--- src/hw/rtl/tcc_pkg.sv ---
// Shared types and constants for the text console cursor.
package tcc_pkg;

    localparam int unsigned TAB_STOP_DEF = 8;
    localparam int unsigned MAX_FILL     = 8;   // fill cells emitted per tab, at most
    localparam int unsigned SIZE_W       = 6;   // width of the size registers
    localparam int unsigned POS_W        = 5;   // width of a column or row
    localparam int unsigned CODE_W       = 8;
    localparam int unsigned CNT_W        = 4;   // holds 0..MAX_FILL

    localparam logic [SIZE_W-1:0] LINE_WIDTH_RST = 6'd28;
    localparam logic [SIZE_W-1:0] LINE_COUNT_RST = 6'd18;
    localparam logic [SIZE_W-1:0] SIZE_MAX       = 6'd32;

    localparam logic [CODE_W-1:0] CH_NUL   = 8'd0;
    localparam logic [CODE_W-1:0] CH_TAB   = 8'd9;
    localparam logic [CODE_W-1:0] CH_NL    = 8'd10;
    localparam logic [CODE_W-1:0] CH_SPACE = 8'd32;

    // register indexes on the configuration port
    localparam logic CFG_LINE_WIDTH = 1'b0;
    localparam logic CFG_LINE_COUNT = 1'b1;

    // input op codes
    localparam logic OP_PUT   = 1'b0;
    localparam logic OP_CLEAR = 1'b1;

    typedef enum logic [2:0] {
        S_IDLE,
        S_DECODE,
        S_NL,
        S_PUT,
        S_CLEAR,
        S_TAB_SETUP,
        S_TAB_EMIT
    } t_state;

    typedef enum logic [2:0] {
        DP_NOP,
        DP_LATCH,
        DP_NORM,
        DP_NEWLINE,
        DP_PUT,
        DP_CLEAR,
        DP_TAB_SETUP,
        DP_TAB_EMIT
    } t_dp_cmd;

    typedef struct packed {
        logic op_clear;
        logic ch_nul;
        logic ch_nl;
        logic ch_tab;
        logic tab_final;
        logic out_free;
    } t_dp_status;

endpackage

--- src/hw/rtl/tcc_ctrl.sv ---
// Sequencer for the text console cursor: item handshake and datapath commands.
module tcc_ctrl
    import tcc_pkg::*;
(
    input  logic       i_clk,
    input  logic       i_rst_n,
    input  logic       i_in_valid,
    output logic       o_in_stall,
    input  t_dp_status i_status,
    output t_dp_cmd    o_cmd
);

    t_state r_state;
    t_state n_state;

    always_ff @(posedge i_clk) begin
        if (!i_rst_n) begin
            r_state <= S_IDLE;
        end else begin
            r_state <= n_state;
        end
    end

    always_comb begin
        n_state    = r_state;
        o_cmd      = DP_NOP;
        o_in_stall = 1'b1;
        case (r_state)
            S_IDLE: begin
                o_in_stall = !i_rst_n;
                if (i_in_valid && i_rst_n) begin
                    o_cmd   = DP_LATCH;
                    n_state = S_DECODE;
                end
            end
            S_DECODE: begin
                if (i_status.op_clear) begin
                    n_state = S_CLEAR;
                end else if (i_status.ch_nul) begin
                    n_state = S_IDLE;
                end else begin
                    o_cmd = DP_NORM;
                    if (i_status.ch_nl) begin
                        n_state = S_NL;
                    end else if (i_status.ch_tab) begin
                        n_state = S_TAB_SETUP;
                    end else begin
                        n_state = S_PUT;
                    end
                end
            end
            S_NL: begin
                o_cmd   = DP_NEWLINE;
                n_state = S_IDLE;
            end
            S_PUT: begin
                if (i_status.out_free) begin
                    o_cmd   = DP_PUT;
                    n_state = S_IDLE;
                end
            end
            S_CLEAR: begin
                if (i_status.out_free) begin
                    o_cmd   = DP_CLEAR;
                    n_state = S_IDLE;
                end
            end
            S_TAB_SETUP: begin
                o_cmd   = DP_TAB_SETUP;
                n_state = S_TAB_EMIT;
            end
            S_TAB_EMIT: begin
                if (i_status.out_free) begin
                    o_cmd = DP_TAB_EMIT;
                    if (i_status.tab_final) begin
                        n_state = S_IDLE;
                    end
                end
            end
            default: begin
                n_state = S_IDLE;
            end
        endcase
    end

`ifndef SYNTHESIS
    // a waiting word is never overwritten by a new cell write
    a_no_load_when_full: assert property (@(posedge i_clk) disable iff (!i_rst_n)
        (o_cmd == DP_PUT || o_cmd == DP_CLEAR || o_cmd == DP_TAB_EMIT) |-> i_status.out_free)
        else $error("cell write issued while output word still held");
    // a printable character finishes as soon as its cell is taken
    a_put_done: assert property (@(posedge i_clk) disable iff (!i_rst_n)
        (r_state == S_PUT && i_status.out_free) |=> r_state == S_IDLE)
        else $error("put did not return to idle");
`endif

endmodule

--- src/hw/rtl/tcc_dp.sv ---
// Datapath for the text console cursor: cursor, sizes, tab fill and output word.
module tcc_dp
    import tcc_pkg::*;
#(
    parameter int unsigned TAB_STOP = TAB_STOP_DEF
) (
    input  logic              i_clk,
    input  logic              i_rst_n,
    input  logic              i_cfg_we,
    input  logic              i_cfg_index,
    input  logic [SIZE_W-1:0] i_cfg_data,
    input  logic              i_op,
    input  logic [CODE_W-1:0] i_ch,
    input  t_dp_cmd           i_cmd,
    output t_dp_status        o_status,
    output logic              o_out_valid,
    input  logic              i_out_stall,
    output logic [POS_W-1:0]  o_col,
    output logic [POS_W-1:0]  o_row,
    output logic [CODE_W-1:0] o_code,
    output logic              o_clear_screen,
    output logic              o_last
);

    localparam int unsigned PH_W = (TAB_STOP > 1) ? $clog2(TAB_STOP) : 1;
    localparam logic [PH_W-1:0]   PH_LAST  = PH_W'(TAB_STOP - 1);
    localparam logic [SIZE_W-1:0] STOP_LEN = SIZE_W'(TAB_STOP);
    localparam logic [SIZE_W-1:0] FILL_CAP = SIZE_W'(MAX_FILL);

    function automatic logic [SIZE_W-1:0] f_clamp(input logic [SIZE_W-1:0] v);
        logic [SIZE_W-1:0] res;
        res = v;
        if (v == '0) begin
            res = SIZE_W'(1);
        end else if (v > SIZE_MAX) begin
            res = SIZE_MAX;
        end
        return res;
    endfunction

    function automatic logic [POS_W-1:0] f_row_adv(input logic [POS_W-1:0] row,
                                                   input logic [SIZE_W-1:0] h);
        logic [SIZE_W-1:0] nxt;
        nxt = SIZE_W'(row) + SIZE_W'(1);
        return (nxt >= h) ? '0 : nxt[POS_W-1:0];
    endfunction

    logic              r_op;
    logic [CODE_W-1:0] r_ch;
    logic [SIZE_W-1:0] r_line_w;
    logic [SIZE_W-1:0] r_line_h;
    logic [POS_W-1:0]  r_col;
    logic [POS_W-1:0]  r_row;
    logic [PH_W-1:0]   r_phase;     // r_col modulo the tab stop
    logic [POS_W-1:0]  r_tab_col;
    logic [CNT_W-1:0]  r_tab_cnt;
    logic [SIZE_W-1:0] r_tab_len;
    logic              r_tab_wrap;
    logic              r_out_valid;
    logic [POS_W-1:0]  r_out_col;
    logic [POS_W-1:0]  r_out_row;
    logic [CODE_W-1:0] r_out_code;
    logic              r_out_clear;
    logic              r_out_last;

    logic              out_free;
    logic [POS_W-1:0]  norm_row;
    logic [SIZE_W-1:0] col_inc;
    logic [SIZE_W-1:0] tab_len;
    logic              tab_wrap;
    logic [SIZE_W-1:0] tab_fill;
    logic [PH_W-1:0]   phase_inc;

    assign out_free  = !r_out_valid || !i_out_stall;
    assign norm_row  = (SIZE_W'(r_row) >= r_line_h) ? '0 : r_row;
    assign col_inc   = SIZE_W'(r_col) + SIZE_W'(1);
    assign phase_inc = (r_phase == PH_LAST) ? '0 : r_phase + PH_W'(1);
    assign tab_len   = STOP_LEN - SIZE_W'(r_phase);
    assign tab_wrap  = (SIZE_W'(r_col) + tab_len) >= r_line_w;
    assign tab_fill  = tab_wrap ? (r_line_w - SIZE_W'(r_col)) : tab_len;

    assign o_status.op_clear  = (r_op == OP_CLEAR);
    assign o_status.ch_nul    = (r_ch == CH_NUL);
    assign o_status.ch_nl     = (r_ch == CH_NL);
    assign o_status.ch_tab    = (r_ch == CH_TAB);
    assign o_status.tab_final = (r_tab_cnt == CNT_W'(1));
    assign o_status.out_free  = out_free;

    // configuration and cursor
    always_ff @(posedge i_clk) begin
        if (!i_rst_n) begin
            r_line_w  <= LINE_WIDTH_RST;
            r_line_h  <= LINE_COUNT_RST;
            r_col     <= '0;
            r_row     <= '0;
            r_phase   <= '0;
            r_tab_cnt <= '0;
        end else begin
            if (i_cfg_we) begin
                case (i_cfg_index)
                    CFG_LINE_WIDTH: r_line_w <= f_clamp(i_cfg_data);
                    CFG_LINE_COUNT: r_line_h <= f_clamp(i_cfg_data);
                    default: ;
                endcase
            end
            case (i_cmd)
                DP_NORM: begin
                    if (SIZE_W'(r_col) >= r_line_w) begin
                        r_col   <= '0;
                        r_phase <= '0;
                        r_row   <= f_row_adv(norm_row, r_line_h);
                    end else begin
                        r_row <= norm_row;
                    end
                end
                DP_NEWLINE: begin
                    r_col   <= '0;
                    r_phase <= '0;
                    r_row   <= f_row_adv(r_row, r_line_h);
                end
                DP_PUT: begin
                    if (col_inc >= r_line_w) begin
                        r_col   <= '0;
                        r_phase <= '0;
                        r_row   <= f_row_adv(r_row, r_line_h);
                    end else begin
                        r_col   <= col_inc[POS_W-1:0];
                        r_phase <= phase_inc;
                    end
                end
                DP_CLEAR: begin
                    r_col   <= '0;
                    r_row   <= '0;
                    r_phase <= '0;
                end
                DP_TAB_SETUP: begin
                    r_tab_cnt <= (tab_fill > FILL_CAP) ? CNT_W'(MAX_FILL)
                                                       : tab_fill[CNT_W-1:0];
                end
                DP_TAB_EMIT: begin
                    r_tab_cnt <= r_tab_cnt - CNT_W'(1);
                    if (r_tab_cnt == CNT_W'(1)) begin
                        r_phase <= '0;
                        if (r_tab_wrap) begin
                            r_col <= '0;
                            r_row <= f_row_adv(r_row, r_line_h);
                        end else begin
                            r_col <= POS_W'(SIZE_W'(r_col) + r_tab_len);
                        end
                    end
                end
                default: ;
            endcase
        end
    end

    // item and tab payload
    always_ff @(posedge i_clk) begin
        case (i_cmd)
            DP_LATCH: begin
                r_op <= i_op;
                r_ch <= i_ch;
            end
            DP_TAB_SETUP: begin
                r_tab_col  <= r_col;
                r_tab_len  <= tab_len;
                r_tab_wrap <= tab_wrap;
            end
            DP_TAB_EMIT: begin
                r_tab_col <= r_tab_col + POS_W'(1);
            end
            default: ;
        endcase
    end

    // output word
    always_ff @(posedge i_clk) begin
        if (!i_rst_n) begin
            r_out_valid <= 1'b0;
        end else if (i_cmd == DP_PUT || i_cmd == DP_CLEAR || i_cmd == DP_TAB_EMIT) begin
            r_out_valid <= 1'b1;
        end else if (!i_out_stall) begin
            r_out_valid <= 1'b0;
        end
    end

    always_ff @(posedge i_clk) begin
        case (i_cmd)
            DP_PUT: begin
                r_out_col   <= r_col;
                r_out_row   <= r_row;
                r_out_code  <= r_ch;
                r_out_clear <= 1'b0;
                r_out_last  <= 1'b1;
            end
            DP_CLEAR: begin
                r_out_col   <= '0;
                r_out_row   <= '0;
                r_out_code  <= '0;
                r_out_clear <= 1'b1;
                r_out_last  <= 1'b1;
            end
            DP_TAB_EMIT: begin
                r_out_col   <= r_tab_col;
                r_out_row   <= r_row;
                r_out_code  <= CH_SPACE;
                r_out_clear <= 1'b0;
                r_out_last  <= (r_tab_cnt == CNT_W'(1));
            end
            default: ;
        endcase
    end

    assign o_out_valid    = r_out_valid;
    assign o_col          = r_out_col;
    assign o_row          = r_out_row;
    assign o_code         = r_out_code;
    assign o_clear_screen = r_out_clear;
    assign o_last         = r_out_last;

`ifndef SYNTHESIS
    a_phase_range: assert property (@(posedge i_clk) disable iff (!i_rst_n)
        32'(r_phase) < TAB_STOP)
        else $error("tab phase out of range");
    a_tab_cnt_live: assert property (@(posedge i_clk) disable iff (!i_rst_n)
        (i_cmd == DP_TAB_EMIT) |-> (r_tab_cnt != '0 && 32'(r_tab_cnt) <= MAX_FILL))
        else $error("tab fill emitted with bad count");
    a_clear_homes: assert property (@(posedge i_clk) disable iff (!i_rst_n)
        (i_cmd == DP_CLEAR) |=> (r_col == '0 && r_row == '0 && r_out_clear && r_out_valid))
        else $error("clear did not home cursor");
`endif

endmodule

--- src/hw/rtl/text_console_cursor.sv ---
// Top level of the text console cursor: sequencer plus datapath.
//
//  channel  | handshake               | word
//  ---------+-------------------------+--------------------------------------
//  cfg      | i_cfg_we                | i_cfg_index, i_cfg_data
//  in       | i_in_valid / o_in_stall | i_op, i_ch
//  out      | o_out_valid / i_out_stall | o_col, o_row, o_code,
//           |                         |   o_clear_screen, o_last
//
// One word in at a time. NUL ends at decode; newline, printable character or
// clear take decode and one more step; a tab takes decode, a setup step and
// one emit step per fill cell (up to 8). Cell writes wait for a free output
// register. Cost is set by the sequencer walking decode, cursor normalise and
// emit steps, and by the single output register (one cell a cycle, no stall).
// Reset is synchronous and active low: cursor homes, sizes return to 28 x 18.
// A stalled output word holds; the input stays stalled until the last cell
// of the current word is in the output register.
module text_console_cursor
    import tcc_pkg::*;
#(
    parameter int unsigned TAB_STOP = TAB_STOP_DEF
) (
    input  logic              i_clk,
    input  logic              i_rst_n,
    input  logic              i_cfg_we,
    input  logic              i_cfg_index,
    input  logic [SIZE_W-1:0] i_cfg_data,
    input  logic              i_in_valid,
    output logic              o_in_stall,
    input  logic              i_op,
    input  logic [CODE_W-1:0] i_ch,
    output logic              o_out_valid,
    input  logic              i_out_stall,
    output logic [POS_W-1:0]  o_col,
    output logic [POS_W-1:0]  o_row,
    output logic [CODE_W-1:0] o_code,
    output logic              o_clear_screen,
    output logic              o_last
);

    // command and status between sequencer and datapath
    t_dp_cmd    cmd;
    t_dp_status status;

    tcc_ctrl u_ctrl (
        .i_clk      (i_clk),
        .i_rst_n    (i_rst_n),
        .i_in_valid (i_in_valid),
        .o_in_stall (o_in_stall),
        .i_status   (status),
        .o_cmd      (cmd)
    );

    // cursor, sizes, tab fill counter and the output register
    tcc_dp #(
        .TAB_STOP (TAB_STOP)
    ) u_dp (
        .i_clk          (i_clk),
        .i_rst_n        (i_rst_n),
        .i_cfg_we       (i_cfg_we),
        .i_cfg_index    (i_cfg_index),
        .i_cfg_data     (i_cfg_data),
        .i_op           (i_op),
        .i_ch           (i_ch),
        .i_cmd          (cmd),
        .o_status       (status),
        .o_out_valid    (o_out_valid),
        .i_out_stall    (i_out_stall),
        .o_col          (o_col),
        .o_row          (o_row),
        .o_code         (o_code),
        .o_clear_screen (o_clear_screen),
        .o_last         (o_last)
    );

endmodule

--- config.mk ---
export PLATFORM = sky130hd
export DESIGN_NAME = text_console_cursor
export DESIGN_NICKNAME = d
export VERILOG_FILES = /design/src/hw/rtl/tcc_pkg.sv /design/src/hw/rtl/tcc_ctrl.sv /design/src/hw/rtl/tcc_dp.sv /design/src/hw/rtl/text_console_cursor.sv
export SDC_FILE = /design/constraint.sdc
export NUM_CORES = 1
export LEC_CHECK = 0
export ABC_AREA = 1
export ABC_CLOCK_PERIOD_IN_PS = 9600
export BUFFER_PORTS_ARGS = -buffer_cell sky130_fd_sc_hd__buf_2
export CORE_MARGIN = 10
export CORE_UTILIZATION = 40
export DETAILED_ROUTE_END_ITERATION = 10
export PLACE_DENSITY_LB_ADDON = 0.2
export RECOVER_POWER = 50
export SYNTH_ARGS = -nofsm -noshare
export SYNTH_HDL_FRONTEND = slang
export SYNTH_SLANG_ARGS = --single-unit
--- constraint.sdc ---
create_clock -name i_clk -period 9.6 [get_ports i_clk]
set_input_delay 0.48 -clock i_clk [delete_from_list [all_inputs] [get_ports i_clk]]
set_output_delay 0.48 -clock i_clk [all_outputs]
set_load 0.03 [all_outputs]
## After elaboration in Yosys (flattened, before gate mapping)

Index checks and enable logic that the tools add are counted.

- $add $sub $neg: 10
- Magnitude comparators: 8
- Equal/unequal tests: 26
- Muxes and demuxes: 47
- Bitwise gates (word level): 1
- Reduce and logical (&&, ||, !) cells: 25

Operator list:

| operator | count |
|---|---|
| two-way mux 5 bit | 11 |
| two-way mux 3 bit | 15 |
| case mux 5 bit (5 select lines) | 1 |
| equality test 3 bit (second input constant) | 8 |
| greater-or-equal comparator 6 bit | 4 |
| case mux 8 bit (3 select lines) | 1 |
| case mux 3 bit (7 select lines) | 1 |
| case mux 5 bit (2 select lines) | 2 |
| case mux 5 bit (4 select lines) | 1 |
| adder 5 x 1 -> 6 bit (second input constant) | 3 |
| two-way mux 6 bit | 3 |
| equality test 8 x 4 -> 1 bit (second input constant) | 2 |
| case mux 3 bit (5 select lines) | 1 |
| case mux 5 bit (3 select lines) | 1 |
| inequality test 2 x 1 -> 1 bit (second input constant) | 7 |
| equality test 3 x 2 -> 1 bit (second input constant) | 4 |
| greater-or-equal comparator 5 x 6 -> 1 bit | 2 |
| case mux 3 bit (4 select lines) | 1 |
| zero test 8 bit | 1 |
| case mux 4 bit (2 select lines) | 1 |
| AND reduction 4 bit | 2 |
| OR reduction 2 bit | 4 |
| adder 5 x 6 -> 6 bit | 1 |
| equality test 3 x 1 -> 1 bit (second input constant) | 2 |
| 26 further kinds | 38 |

- Flip-flop bits (word level): 73
- Input port bits: 21
- Output and inout bits: 22
- Word-level logic and storage cells: 135

## Logic depth before layout (Yosys ltp)

- Word-level depth: 8
- Depth in mapped cells: 29
- Gate-level depth less buffers: 29

## Modules after synthesis

A second synthesis with hierarchy kept.

- Cell total of the unflattened synthesis: 620
- Area total of the unflattened synthesis: 4,911.0 µm²

By module, submodules not included:

| module | instances | cells an instance | area each (µm²) | seq. area each (µm²) |
|---|---|---|---|---|
| tcc_dp | 1 | 570 | 4,635.7 | 1,771.7 |
| tcc_ctrl | 1 | 50 | 275.3 | 60.1 |

## Least setup slack after synthesis

No wires, ideal clock.

- Path kind: reg2reg
- Start point: register u_dp.r_row[0]
- End point: register u_dp.r_row[2]
- Setup time: 0.056 ns
- Arrival time: 2.997 ns
- Required time: 9.544 ns
- Slack: 6.547 ns
- Stages on the path, launching flop included: 27
- Path buffers: 0
- Period minus slack after synthesis: 3.053 ns
- Cells stage by stage: dfxtp_1 > inv_1 > ha_1 > inv_1 > nand2_1 > nand2_1 > nand2_1 > nand2_1 > nand2_1 > nor2_1 > ha_1 > inv_1 > nor2_1 > nand3_1 > and2_1 > ha_1 > nand2_1 > inv_1 > a21oi_1 > nand3_1 > nor2_1 > nand3_1 > nand2_1 > nand2_1 > nand3_1 > nand2_1 > inv_1

- Word-level cells in the longest chain between the ends: 7
- Elaborated cells on any way between the ends: 13
- Classes of those cells: add/sub: 2; order compare: 3; mux: 8

Ends and longest elaborated chain:

| what | RTL line | RTL |
|---|---|---|
| start, declared | tcc_dp.sv:53 | `logic [POS_W-1:0] r_row;` |
| start signal, assigned | tcc_dp.sv:111 | `r_row <= f_row_adv(norm_row, r_line_h);` |
| start signal, assigned | tcc_dp.sv:113 | `r_row <= norm_row;` |
| start signal, assigned | tcc_dp.sv:119 | `r_row <= f_row_adv(r_row, r_line_h);` |
| greater-or-equal comparator 5 x 6 -> 1 bit | tcc_dp.sv:75 | `assign norm_row = (SIZE_W'(r_row) >= r_line_h) ? '0 : r_row;` |
| two-way mux 5 bit | tcc_dp.sv:75 |  |
| adder 5 x 1 -> 6 bit | tcc_dp.sv:44 | `nxt = SIZE_W'(row) + SIZE_W'(1);` |
| greater-or-equal comparator 6 bit | tcc_dp.sv:45 | `return (nxt >= h) ? '0 : nxt[POS_W-1:0];` |
| two-way mux 5 bit | tcc_dp.sv:45 |  |
| two-way mux 5 bit | tcc_dp.sv:108 | `if (SIZE_W'(r_col) >= r_line_w) begin` |
| case mux 5 bit (5 select lines) * | tcc_dp.sv:106 | `case (i_cmd)` |

Every way passes the cells marked *; elsewhere a longest branch is shown, timed or not. The select of a mux whose other input is x is not followed.
A chain may end at the register's enable or synchronous reset.

## Worst setup path in the final report

- Start point: register u_dp.r_row[0]
- End point: register u_dp.r_row[1]

Same word-level chain as after synthesis.

==> results.md <==
- Crit Path Max Fanout: 7
- Post-synth net total: 676
- Max clock buf depth: 2
- RSZ-0062 raised after global routing: no
- H-tree Lvls: 3
- Final setup viols: 0
- DR pass1 iterations: 4
- Slew @ Worst Pin: 1.110 ns
- Fmax: around 280 MHz
- Layout cell share with drive strength beyond 1: 6.135%
- Die area: 16580 um^2
- Skew final: ~0.007 ns
- CTS tree: done
- Number of synthesized flops with an enable pin: 39
- Layout Cells excl Fill: 795
- Post-route ant nets: 0
- Ys Warns: 0
- Drt wl/cell: 14.23 um
- Fin crit share: 37.06%
- GRT Total Usage: 14.08%
- Max_cap viols: 0
- Via density: 5.143
- Number of port buffers: 42
- Clk_lat worst skew: roughly 0.34 ns
- Yosys top cell by area: edfxtp_1
- Final min period: about 3.6 ns
- Maximum resistive drop on vdd: 0.08960 mV
- Crit Path Class: reg2reg
- Register area share after synthesis: approximately two fifths
- CP endpoint kind: register
- Power per cell area: ~230 nW/um^2
- Top cells by count, synth: nand2_1 (121), inv_1 (98), ha_1 (51)
- Core area: around 12000 um^2
- Antenna diode count: 0
- Most numerous cell in the Yosys netlist: nand2_1
- Final Hold Vio Count: 0
- Worst Setup Start Kind: register
- Distinct cells, synth: 43
- Routed WL: 11310 um
- Top cells by area, synth: edfxtp_1 (25%), dfxtp_1 (14%), ha_1 (13%)
- Global route overflow: 0
- Max-slew violations: 0
- Setup TNS Final: 0 ns
- Iter 0 DRT Violations: 314
- Leak: ~0.0025 uW
- TritonCTS Buffers: 9
- Initial cell density of the core: 41.10%
- Dpl cells: a little under 800
- Synthesis-stage register bit count: 72
- Status: finished clean
- Hold Buf Count CTS: 0
- CP required: 9.89 ns
- Vias in the first global route: 3869
- Post-CTS setup buffers: 0
- CTS root buf: clkbuf_16
- Post-synthesis async set-or-reset flop share: 0%
- CP arrival: 3.85 ns
- CTS resizes: 0
- Min-Delay Path Class: in2reg
- Detailed placement HPWL: between 8000 and 9000 um
- Most used DFF post-synth: edfxtp_1
- Nets@finish: between 700 and 800
- Global-route wire length before repair: about 19000 um
- Vias: between 4000 and 5000
- Slew HR: 25.52%
- Cell count after synthesis: approximately 600
- Die W: 128.8 um
- Reg clk slew, reported paths: 0.06 ns
- Pin count of the biggest net entering global routing: 24
- Remaining DRCs: 0
- Global placement routability congestion: 0.8953
- CTS sink count: 72
- Initial antenna violation count: 0
- Yosys top cell area share: 24.74%
- Mapped Area: 4733 um^2
- Area grow syn2layout: 13.16%
- Top Ports: 43
- Std-Cell Rows: 39
- Die Height: 128.8 um
- Syn avg cell area: around 7.9 um^2
per-stage QoR:
stage / cell area [um^2] / setup slack [ns] / util [%] / power, uW / hold WS (ns)
floorplan: 4733 / 6.547 / - / 757.7 / 0.4621
global placement: 5084 / 6.185 / 44.14 / 862.7 / 0.4935
detailed placement: 5084 / 6.090 / 44.14 / 872.6 / 0.5188
CTS: 5398 / 6.073 / 46.87 / 1234 / 0.2972
global route: 5356 / 5.561 / 46.51 / 1316 / 0.2988
finish: 5356 / 6.042 / 46.51 / 1218 / 0.3101
cell families (layout without fill, tap and decap cells):
| logic type | Yosys count | in the layout | synth area share, % |
|---|---|---|---|
| AND/OR/NAND/NOR | 234 | 234 | 21.04 |
| AO/OA/AOI/OAI | 114 | 114 | 13.27 |
| buffers and inverters | 109 | 160 | 8.908 |
| flip-flops | 72 | 72 | 38.70 |
| adder cells (fa/ha/maj) | 54 | 54 | 14.75 |
| XOR/XNOR | 18 | 18 | 3.331 |
state kept, by name, summed over array words and instances, names as in the netlist:
signal,cells
u_dp.r_tab_wrap,1
u_dp.r_tab_len,4
u_dp.r_row,5
u_dp.o_col,5
u_dp.o_code,8
u_dp.r_line_h,6
u_dp.r_op,1
u_dp.o_last,1
u_dp.r_tab_cnt,4
u_dp.r_phase,3
u_dp.r_line_w,6
u_dp.r_col,5
u_dp.r_ch,8
u_dp.o_row,5
u_ctrl.r_state,3
u_dp.o_clear_screen,1
u_dp.o_out_valid,1
u_dp.r_tab_col,5
worst max-delay path, stage by stage, from the launching register on:
cell and delay, ns:
dfxtp_1 0.38, inv_1 0.15, ha_1 0.32, inv_1 0.07, nand2_1 0.04, nand2_1 0.05, nand2_1 0.05, nand2_1 0.08
nand2_1 0.15, nor2_1 0.24, ha_1 0.21, inv_1 0.06, nor2_1 0.14, nand3_1 0.10, and2_1 0.18, ha_1 0.28
nand2_1 0.08, inv_1 0.04, a21oi_1 0.13, nand3_1 0.12, nor2_1 0.25, nand2_1 0.09, o21ai_1 0.08, nand2_1 0.07
nand3_1 0.07, nand2_1 0.05, inv_1 0.04
worst paths after layout:
path	start	endpoint	slack [ns]	cells past startpoint
setup / recovery	u_dp.r_row[0]$_SDFFE_PN0P_	u_dp.r_row[1]$_SDFFE_PN0P_	6.04	26
hold / removal	i_ch[4]	u_dp.r_ch[4]$_DFFE_PN_	0.31	1
setup reg to reg	u_dp.r_row[0]$_SDFFE_PN0P_	u_dp.r_row[1]$_SDFFE_PN0P_	6.04	26
hold reg to reg	u_dp.r_line_w[1]$_SDFFE_PN0P_	u_dp.r_line_w[1]$_SDFFE_PN0P_	0.51	2
cell type report:
cell class                 count  area (um^2)
fill                        1146         6160
multi-input combinational    420         2467
sequential                    72         1832
inverter                     102        382.9
clock buffer                  11        232.7
timing repair buffer          42        181.4
tap                          143        178.9
clock inverter                 5        81.33
report_power, final:
| group | switching [uW] | internal (uW) |
|---|---|---|
| Combinational | 308 | 144 |
| Sequential | 31.8 | 380 |
| Clock | 128 | 227 |
layer usage:
layer	wire [um]	up-vias	GRT usage [%]	part of all wire, %
li1	-	2096	-	-
met2	5069	88	22.18	45
met5	0	-	0	0
met1	5476	1893	18.11	48
met4	187	0	6.020	1.7
met3	575	12	3.285	5.1
layout by cell type (no fill, tap or decap), types with 3 or more instances in the layout:
master     Yosys  final
inv_1         98     99
nor3_1         7      7
a31oi_1        5      5
o21ai_0       39     38
buf_2          1     19
a21oi_1       44     44
o21ai_1        8      9
fa_1           3      3
nand2_1      121    122
nor2_1        49     51
clkbuf_1       3     25
nand4_1       10     10
clkbuf_16      0      9
nand3_1       36     36
ha_1          51     51
o22ai_1        5      5
edfxtp_1      39     39
xor2_1        14     14
dfxtp_1       33     33
xnor2_1        4      4
(Power assumes the default switching activity.)
